--- src/rtl/core/cqws_pkg.sv ---
`timescale 1ns / 1ps
`default_nettype none
// ----------------------------------------------------------------------------
// cqws_pkg
// Shared constants, types and the arctangent table of the quarter-wave sine.
// ----------------------------------------------------------------------------
package cqws_pkg;

    // number of micro-rotations, meaningful range 8..16
    localparam int ITERATIONS = 16;

    localparam int ANGLE_W     = 16;
    localparam int SINE_W      = 16;
    localparam int XY_W        = 32;
    localparam int Z_W         = 18;
    localparam int TABLE_IDX_W = 4;
    localparam int OUT_SHIFT   = 14;
    localparam int SAT_W       = XY_W - OUT_SHIFT;

    localparam logic signed [XY_W-1:0] START_X     = 32'sh11616E8E;
    localparam logic signed [XY_W-1:0] START_Y     = 32'sh22C2DD1C;
    localparam logic signed [Z_W-1:0]  START_ANGLE = 18'sh0B470;
    localparam logic [SINE_W-1:0]      SINE_MAX    = 16'hFFFF;

    // one item in flight through the rotation chain
    typedef struct packed {
        logic signed [XY_W-1:0] x;
        logic signed [XY_W-1:0] y;
        logic signed [Z_W-1:0]  z;
        logic                   zero;
    } vec_t;

    // arctangent of 2^-i in angle units
    function automatic logic signed [Z_W-1:0] step_angle(input logic [TABLE_IDX_W-1:0] idx);
        logic [15:0] a;
        case (idx)
            4'd0:    a = 16'h8000;
            4'd1:    a = 16'h4B90;
            4'd2:    a = 16'h27ED;
            4'd3:    a = 16'h1444;
            4'd4:    a = 16'h0A2C;
            4'd5:    a = 16'h0517;
            4'd6:    a = 16'h028C;
            4'd7:    a = 16'h0146;
            4'd8:    a = 16'h00A3;
            4'd9:    a = 16'h0051;
            4'd10:   a = 16'h0029;
            4'd11:   a = 16'h0014;
            4'd12:   a = 16'h000A;
            4'd13:   a = 16'h0005;
            4'd14:   a = 16'h0003;
            default: a = 16'h0001;
        endcase
        return $signed({{(Z_W - 16){1'b0}}, a});
    endfunction

endpackage
`default_nettype wire

--- src/rtl/core/cqws_rot.sv ---
`timescale 1ns / 1ps
`default_nettype none
// ----------------------------------------------------------------------------
// cqws_rot
// One CORDIC micro-rotation in rotation mode, steered by the residual sign.
// ----------------------------------------------------------------------------
module cqws_rot (
    input  wire cqws_pkg::vec_t                        vec_in,
    input  wire logic [cqws_pkg::TABLE_IDX_W-1:0]      shift,
    output cqws_pkg::vec_t                             vec_out
);

    logic signed [cqws_pkg::XY_W-1:0] dx;
    logic signed [cqws_pkg::XY_W-1:0] dy;
    logic signed [cqws_pkg::Z_W-1:0]  st;

    assign dx = vec_in.y >>> shift;
    assign dy = vec_in.x >>> shift;
    assign st = cqws_pkg::step_angle(shift);

    always_comb
    begin
        vec_out.zero = vec_in.zero;
        if (!vec_in.z[cqws_pkg::Z_W-1])
        begin
            vec_out.x = vec_in.x - dx;
            vec_out.y = vec_in.y + dy;
            vec_out.z = vec_in.z - st;
        end
        else
        begin
            vec_out.x = vec_in.x + dx;
            vec_out.y = vec_in.y - dy;
            vec_out.z = vec_in.z + st;
        end
    end

endmodule
`default_nettype wire

--- config.mk ---
export PLATFORM = sky130hd
export DESIGN_NAME = cqws_rot
export DESIGN_NICKNAME = d
export VERILOG_FILES = /design/src/rtl/core/cqws_pkg.sv /design/src/rtl/core/cqws_rot.sv
export SDC_FILE = /design/constraint.sdc
export NUM_CORES = 1
export LEC_CHECK = 0
export BUFFER_PORTS_ARGS = -buffer_cell sky130_fd_sc_hd__buf_2
export CORE_MARGIN = 1
export CORE_UTILIZATION = 25
export DETAILED_ROUTE_END_ITERATION = 6
export GPL_ROUTABILITY_DRIVEN = 0
export PLACE_DENSITY_LB_ADDON = 0.15
export SETUP_SLACK_MARGIN = 0.2
export SLEW_MARGIN = 20
export SYNTH_ARGS = -nofsm -noshare
export SYNTH_HDL_FRONTEND = slang
export SYNTH_SLANG_ARGS = --single-unit
--- constraint.sdc ---
create_clock -name vclk -period 9.1
set_input_delay 1.365 -clock vclk [all_inputs]
set_output_delay 1.365 -clock vclk [all_outputs]
set_load 0.03 [all_outputs]
Word-level counts from Yosys, hierarchy flattened:

Memories as Yosys holds them, arrays and structs flattened.
Index checks and enable logic that the tools add are counted.

* add/subtract/negate cells: 6
* shifts and indexed selects: 2
* multiplexer cells: 1

Operators by type and width (number)
* two-way mux 82 bit: 1
* adder 32 bit: 2
* >>> shifter 32 x 4 -> 32 bit: 2
* subtractor 32 bit: 2
* adder 18 x 17 -> 18 bit: 1
* subtractor 18 x 17 -> 18 bit: 1

* register bits after elaboration: 0
* ROM bits: 256
* bits of input ports: 87
* output and inout port bits: 83
* word-level logic and storage cells: 10
* memories: 1

Memory list
* (name not given): words 16, width 16, read ports 1, clocked after memory_dff 0, write ports 0, RTL line cqws_pkg.sv:36 `case (idx)`

Logic depth before layout (Yosys ltp):

Gate-level depths: netlist of run 1.

* depth after elaboration: 3
* depth in mapped cells: 25
* depth with buffers taken out: 20

Worst setup path after synthesis of run 1:

Ideal clock, no wire load.

* kind: input to output
* from: in shift[1] in the netlist's numbering
* to: out vec_out[16] in the netlist's numbering
* arrival: 6.119 ns
* required time: 7.735 ns
* setup slack: 1.616 ns
* cell stages on the path: 23
* buffers on the path: 6
* cell sequence: buf_2 > buf_2 > inv_1 > buf_2 > buf_1 > clkbuf_1 > ha_1 > clkbuf_1 > nor2_1 > a21oi_1 > a21oi_1 > ha_1 > nor2_1 > a21oi_1 > ha_1 > a21o_1 > a21o_1 > a21oi_1 > o21ai_0 > a41o_1 > a211oi_1 > nor2_1 > xnor2_1

RTL lines
* start, declared: RTL line cqws_rot.sv:9 `input wire logic [cqws_pkg::TABLE_IDX_W-1:0] shift,`
* end, declared: RTL line cqws_rot.sv:10 `output cqws_pkg::vec_t vec_out`

==> impl_metrics.tcl, run 1 <==
set metrics [dict create \
    routed_wl_um 34600 \
    post-cts-setup-buffers 0 \
    core_area_um2 36900 \
    grt_overflow 0 \
    drt_iter0_markers 649 \
    holdPathStages 0 \
    antenna_found_initial 2 \
    die_h_um 196 \
    setup_violations 0 \
    slowest_stage "mux4_2" \
    drcViolationCount 0 \
    nClkBuffers 0 \
    num-nets-final 1507 \
    required_ns 7.74 \
    design_area_um2 10700 \
    min_from "vec_in[0]" \
    yosysSeqAreaShare 0 \
    track_usage 0.175 \
    syn2layout_area_growth_pct 13.3 \
    slew_headroom 0.457 \
    path_class "primary input to output port" \
    slew_violations 0 \
    grt_max_degree 91 \
    synthesis.nets 1394 \
    tns_ns 0 \
    power-per-cell-area_nw_per_um2 145 \
    pre_cts_slack_ns 0.710 \
    max_clock_freq_mhz 120 \
    syn_avg_cell_area_um2 7.79 \
    ys_warn_count 0 \
    drive_gt1_frac 0.234 \
    grt_pass1_vias 9247 \
    cts_resized 0 \
    postRouteAntennaNets 0 \
    path_buf_inv 3 \
    hold_end "vec_out[0]" \
    cts-hold-fix-buffers 0 \
    critPathMaxStageDelay_ns 0.59 \
    status "finished, final reports clean" \
    crit_chain "buf_4, buf_4, mux4_2, mux2_2, mux2i_1, a21boi_1, a41oi_1, xnor2_1, ha_1, a21o_1, a21oi_1, o21ai_0, or3b_2, o21ai_0, o31ai_1, a21o_1, a21oi_1, xnor2_1, buf_2" \
    grt_pass1_wl_um 53600 \
    initial_utilization 0.255 \
    worst_slack_ns 0.782 \
    placed_area_um2 10700 \
    fp.dieW_um 196 \
    startpoint_type "primary input" \
    period_share 0.914 \
    vdd_drop_max_mv 0.0854 \
    pin_count 170 \
    seq_area_um2 0 \
    firstDrtPassIters 5 \
    worstPathArrival_ns 6.95 \
    endpoint_kind "output port" \
    path_max_fanout 36 \
    dp_hpwl_um 27900 \
    leakage_uw 0.00449 \
    vias_per_cell 5.25 \
    vias 9589 \
    drv_cap 0 \
    crit_start "shift[0]" \
    p_total_uw 1550 \
    ys_types 78 \
    final_cell_mix "buf_2 (166), a21oi_1 (134), nand2_1 (114), ha_1 (95), xnor2_1 (91)" \
    final_core_util 0.289 \
    mostFrequentLayoutCell "buf_2" \
    post_drt_wl_per_cell_um 19.0 \
    io_buffers 168 \
    syn_area_um2 9420 \
    fin_crit_ns 8.32 \
    seq_cells 0 \
    min_path_type "primary input to output port" \
    cpLargestDelayFamily "compound AO/OA/AOI/OAI gates" \
    rsz0062_at_grt "false" \
    fp-row-count 70 \
    postSynthCellCount 1209 \
    design.die.area_um2 38400 \
    worst_slew_pin_slew_ns 0.812 \
    finalHoldViolations 0 \
]
-- power breakdown --
| part | leakage, µW | internal, µW | total, µW | switching, µW |
|---|---|---|---|---|
| logic | 0.00449 | 554 | 1550 | 992 |
| registers | 0 | 0 | 0 | 0 |
| clock network | 0.00000000634 | 0.0000147 | 0.0000147 | 0 |
-- area by class of cell --
| type | count | area, µm² |
|---|---|---|
| inverters | 35 | 131 |
| diodes | 1 | 2.50 |
| repair buffers | 184 | 991 |
| multi-input cells | 1101 | 8910 |
| well taps | 504 | 631 |
| fillers | 4048 | 26200 |
-- metrics by stage --
step	instances	hold WS [ns]
2_1_floorplan	1209	2.86
3_3_place_gp	1824	2.73
3_5_place_dp	1824	2.73
4_1_cts	1824	2.73
5_1_grt	1824	2.73
6_report	1825	2.73
-- layer usage --
layer | GRT usage | wire length (µm)
met3 | 0.0115 | 1580
met1 | 0.272 | 18000
met2 | 0.273 | 14800
met5 | 0 | 0
met4 | 0.00926 | 176
-- cell families (layout without fill, tap and decap cells) --
logic type	count (synthesis)	in the layout	share of synthesized area
multiplexers	142	142	0.255
adder cells (fa/ha/maj)	98	98	0.133
AO/OA/AOI/OAI	373	373	0.249
AND/OR/NAND/NOR	341	341	0.172
buffers and inverters	108	219	0.0533
other	0	1	0
XOR/XNOR	147	147	0.138
-- Yosys cell counts, types with 3 or more instances --
cell,instances,share of area
o22ai_1,4,0.0027
o31a_1,4,0.0037
mux2i_1,42,0.045
a211oi_1,16,0.013
nor2b_1,11,0.0073
a31oi_1,22,0.015
a31o_2,4,0.0037
o31ai_1,10,0.0080
or3_1,8,0.0053
buf_2,16,0.0085
ha_1,95,0.13
nand2_1,114,0.045
buf_6,7,0.0084
a21oi_1,134,0.071
nor2_1,89,0.035
inv_1,34,0.014
nor3_1,28,0.015
buf_1,14,0.0056
xor2_1,55,0.051
o21ai_0,65,0.035
a21boi_0,3,0.0024
fa_1,3,0.0064
nand4_1,10,0.0066
o21a_1,14,0.011
clkbuf_1,33,0.013
nand3_1,26,0.014
o21ai_1,5,0.0027
and3_1,13,0.0086
o211ai_1,15,0.012
a311oi_1,3,0.0028
mux4_2,76,0.18
o21bai_1,12,0.0096
or3b_2,3,0.0028
mux2_2,22,0.026
a21o_1,30,0.024
nand2b_1,13,0.0086
and2_1,9,0.0060
a211o_1,5,0.0047
xnor2_1,91,0.085
-- worst max path at each step --
| stage | slack [ns] | cells past startpoint | end |
|---|---|---|---|
| 5_1_grt | 0.22 | 19 | vec_out[81] |
| 6_report | 0.78 | 19 | vec_out[76] |
| 2_1_floorplan | 1.62 | 23 | vec_out[16] |
| 3_5_place_dp | 0.71 | 19 | vec_out[76] |
| 4_1_cts | 0.69 | 19 | vec_out[76] |
| 3_3_place_gp | 0.79 | 20 | vec_out[48] |
Note: power is estimated with default switching activity, not from simulation.
==> run 2, diff against run 1 <==
--- a/config.mk
+++ b/config.mk
@@ -6,7 +6,8 @@
 export NUM_CORES = 1
 export LEC_CHECK = 0
 export BUFFER_PORTS_ARGS = -buffer_cell sky130_fd_sc_hd__buf_2
-export CORE_MARGIN = 1
+export CORE_ASPECT_RATIO = 1.2
+export CORE_MARGIN = 4
 export CORE_UTILIZATION = 25
 export DETAILED_ROUTE_END_ITERATION = 6
 export GPL_ROUTABILITY_DRIVEN = 0
==> run 2 against run 1 <==
Cell area fell by 0.42%. Setup slack got worse by 0.035 ns. First-iteration DRC count decreased by 15%.
==> impl_metrics.tcl, run 2 (synthesis gave the netlist of run 1 again) <==
set metrics [dict create \
    status "finished, final reports clean" \
    clkPwrFrac 0 \
    track_usage 0.161 \
    post_drt_wl_per_cell_um 19.4 \
    p_total_uw 1550 \
    min_path_type "primary input to output port" \
    drt_iter0_markers 550 \
    power-per-cell-area_nw_per_um2 146 \
    drcViolationCount 0 \
    cts_resized 0 \
    period_share 0.918 \
    startpoint_type "primary input" \
    max_clock_freq_mhz 120 \
    antenna_found_initial 2 \
    grt_overflow 0 \
    slew_headroom 0.398 \
    grt_pass1_wl_um 53600 \
    switching_share 0.643 \
    nClkBuffers 0 \
    post-cts-setup-buffers 0 \
    seq_cells 0 \
    num-nets-final 1508 \
    worstPathArrival_ns 6.99 \
    syn2layout_area_growth_pct 12.8 \
    cts-hold-fix-buffers 0 \
    p_sw_uw 996 \
    path_max_fanout 55 \
    endpoint_kind "output port" \
    pwr-share-seq 0 \
    leakage_uw 0.00449 \
    diodes 0 \
    design.die.area_um2 40800 \
    seq_area_um2 0 \
    core_area_um2 37000 \
    fp.dieW_um 185 \
    vdd_drop_max_mv 0.0954 \
    mostFrequentLayoutCell "buf_2" \
    dp_hpwl_um 28800 \
    vias 9666 \
    drive_gt1_frac 0.235 \
    fp-row-count 77 \
    initial_utilization 0.254 \
    rsz0062_at_grt "false" \
    tns_ns 0 \
    firstDrtPassIters 5 \
    required_ns 7.74 \
    grt_pass1_vias 9788 \
    combPwrFrac 1.000 \
    die_h_um 221 \
    fin_crit_ns 8.35 \
    grt_max_degree 56 \
    slew_violations 0 \
    drv_cap 0 \
    vias_per_cell 5.38 \
    routed_wl_um 34800 \
    postRouteAntennaNets 0 \
    worst_slew_pin_slew_ns 0.899 \
    setup_violations 0 \
    intPower_uw 554 \
    final_cell_mix "buf_2 (166), a21oi_1 (134), nand2_1 (114), ha_1 (95), xnor2_1 (91)" \
    path_class "primary input to output port" \
    finalHoldViolations 0 \
    pin_count 170 \
    io_buffers 168 \
]
[run 2: changes by cell type in the layout (fill, tap and decap cells not counted)]
cell	previous run	this run
buf_12	2	1
diode_2	1	0
buf_4	16	18
[run 2: path summary, 6_finish.rpt]
check	start	endpoint	slack, ns	depth (start not counted)
setup / recovery	shift[0]	vec_out[76]	0.75	19
hold / removal	vec_in[0]	vec_out[0]	2.73	0
[run 2: area by class of cell]
type                            count  area [µm²]
Tap cell                          474         593
Multi-Input combinational cell   1101        8910
Inverter                           35         131
Timing Repair Buffer              185         986
Fill cell                        4141       26400
[run 2: layer usage]
layer  track usage  routed length (µm)  vias to the layer above  part of all wire
li1              -                   -                     4777                 -
met1         0.216               15800                     4625              0.45
met2         0.291               17000                      227              0.49
met3        0.0135                1430                       35             0.041
met4        0.0206                 543                        2             0.016
met5             0                   7                        -           0.00020
[run 2: metrics by stage]
| stage | worst slack, ns | cells | hold slack [ns] | area, µm² | utilization |
|---|---|---|---|---|---|
| finish | 0.747 | 1795 | 2.73 | 10600 | 0.287 |
| global route | 0.260 | 1795 | 2.73 | 10600 | 0.287 |
| CTS | 0.682 | 1795 | 2.73 | 10600 | 0.287 |
| detailed placement | 0.704 | 1795 | 2.73 | 10600 | 0.287 |
| global placement | 0.656 | 1795 | 2.73 | 10600 | 0.287 |
| floorplan | 1.62 | 1209 | 2.86 | 9420 | - |
[run 2: worst max-delay path: stages]
cell,delay [ns]
buf_4,0.48
buf_12,0.40
mux4_2,0.62
mux2_2,0.30
mux2i_1,0.34
a21boi_1,0.27
a41oi_1,0.29
nor2_1,0.28
o21ai_0,0.15
xnor2_1,0.28
ha_1,0.28
a21oi_1,0.18
or3b_2,0.47
o21ai_0,0.35
o31ai_1,0.17
a21o_1,0.20
a21oi_1,0.16
xnor2_1,0.13
buf_2,0.22
[run 2: power groups by stage]
stage | combinational [µW] | clock [µW] | sequential, µW
finish | 1550 | 0 | 0
global route | 1700 | 0 | 0
CTS | 1570 | 0 | 0
detailed placement | 1560 | 0 | 0
global placement | 1560 | 0 | 0
floorplan | 1160 | 0 | 0
==> run 3, diff against run 2 <==
--- a/config.mk
+++ b/config.mk
@@ -6,7 +6,7 @@
 export NUM_CORES = 1
 export LEC_CHECK = 0
 export BUFFER_PORTS_ARGS = -buffer_cell sky130_fd_sc_hd__buf_2
-export CORE_ASPECT_RATIO = 1.2
+export CORE_ASPECT_RATIO = 1.4
 export CORE_MARGIN = 4
 export CORE_UTILIZATION = 25
 export DETAILED_ROUTE_END_ITERATION = 6
==> run 3 against run 2 <==
Die area about the same. Sequential cell count unchanged. Largest power group unchanged. Count of clock-buffer cells in the layout unchanged. Final cell count down 0.39%. Utilization about the same. First-iteration DRC count down 20%. Critical path depth up 2. Highest routed layer unchanged. Largest cell class unchanged. Critical path type unchanged. Global-route usage up 0.35 points.
==> impl_metrics.tcl, run 3 (synthesis gave the netlist of run 1 again) <==
set metrics [dict create \
    fp.dieW_um 172 \
    worstSetupEndpoint "vec_out[49]" \
    nClkBuffers 0 \
    crit_chain "buf_6, buf_12, buf_4, mux4_2, mux2i_1, nand3_1, a21oi_2, and3_1, and2_1, a21oi_1, xor2_1, ha_1, and3_1, a22oi_1, o21ai_0, o31ai_1, a21o_1, o311ai_0, a21oi_1, xnor2_1, buf_2" \
    fp-row-count 83 \
    crit_start "shift[0]" \
    syn2layout_area_growth_pct 12.8 \
    pin_count 170 \
    post_drt_wl_per_cell_um 19.8 \
    worst_hold_slack_ns 2.73 \
    required_ns 7.74 \
    multiInputGateArea_um2 8910 \
    p_total_uw 1560 \
    track_usage 0.165 \
    num-nets-final 1508 \
    io_buffers 168 \
    cp.depth 21 \
    period_share 0.899 \
    post-cts-setup-buffers 0 \
    worstPathArrival_ns 6.81 \
    final_cell_mix "buf_2 (166), a21oi_1 (134), nand2_1 (114), ha_1 (95), xnor2_1 (91)" \
    finalHoldViolations 0 \
    drive_gt1_frac 0.235 \
    nFillCells 4112 \
    slew_violations 0 \
    routed_wl_um 35400 \
    drv_cap 0 \
    drcViolationCount 0 \
    worst_slew_pin_slew_ns 0.780 \
    grt_overflow 0 \
    seq_area_um2 0 \
    vdd_drop_max_mv 0.0787 \
    path_max_fanout 44 \
    path_buf_inv 4 \
    critPathMaxStageDelay_ns 0.62 \
    core_area_um2 37000 \
    leakage_uw 0.00449 \
    postRouteAntennaNets 0 \
    startpoint_type "primary input" \
    antenna_found_initial 2 \
    vias 9701 \
    grt_max_degree 57 \
    setup_violations 0 \
    tns_ns 0 \
    power-per-cell-area_nw_per_um2 147 \
    status "finished, final reports clean" \
    slowest_stage "mux4_2" \
    grt_pass1_vias 9968 \
    die_h_um 238 \
    rsz0062_at_grt "false" \
    vias_per_cell 5.43 \
    design.die.area_um2 40900 \
    firstDrtPassIters 7 \
    cpLargestDelayFamily "compound AO/OA/AOI/OAI gates" \
    drt_iter0_markers 441 \
    slew_headroom 0.478 \
    path_class "primary input to output port" \
    mostFrequentLayoutCell "buf_2" \
    endpoint_kind "output port" \
    grt_pass1_wl_um 55000 \
    max_clock_freq_mhz 122 \
    diodes 0 \
    dp_hpwl_um 29000 \
    seq_cells 0 \
    min_path_type "primary input to output port" \
    fin_crit_ns 8.18 \
    initial_utilization 0.255 \
]
## run 3: area by class of cell
type               count  share of cell area
multi-input cells   1101               0.839
repair buffers       185              0.0932
well taps            467              0.0550
inverters             35              0.0124
## run 3: routing by layer
| layer | track usage | vias up | wire length [µm] |
|---|---|---|---|
| met5 | 0 | - | 27 |
| met4 | 0.0312 | 4 | 833 |
| met3 | 0.0135 | 50 | 1350 |
| met2 | 0.299 | 235 | 17900 |
| met1 | 0.213 | 4632 | 15300 |
| li1 | - | 4780 | - |
## run 3: worst min-delay path by stage
stage / depth (start not counted) / startpoint / end
after CTS: 0 / vec_in[0] / vec_out[0]
final: 0 / vec_in[0] / vec_out[0]
after global placement: 0 / vec_in[0] / vec_out[0]
after detailed placement: 0 / vec_in[0] / vec_out[0]
after global routing: 0 / vec_in[0] / vec_out[0]
after floorplan: 1 / vec_in[0] / vec_out[0]
## run 3: what timing repair did
action                                  CTS  global route
hold buffers                              0             0
endpoints found under the hold margin     0             0
endpoints found under the setup margin    0             3
gates resized for setup                   0             1
## run 3: where the power goes
part / leakage (µW) / switching, µW / total, µW / internal, µW
Sequential: 0 / 0 / 0 / 0
Clock: 0 / 0 / 0 / 0
Combinational: 0.00449 / 1000 / 1560 / 554
## run 3: metrics by stage
step / instance area (µm²) / cells / worst slack [ns] / utilization
finish: 10600 / 1788 / 0.923 / 0.287
global route: 10600 / 1788 / 0.311 / 0.287
CTS: 10600 / 1788 / 0.631 / 0.287
detailed placement: 10600 / 1788 / 0.650 / 0.287
global placement: 10600 / 1788 / 0.698 / 0.287
floorplan: 9420 / 1209 / 1.62 / -
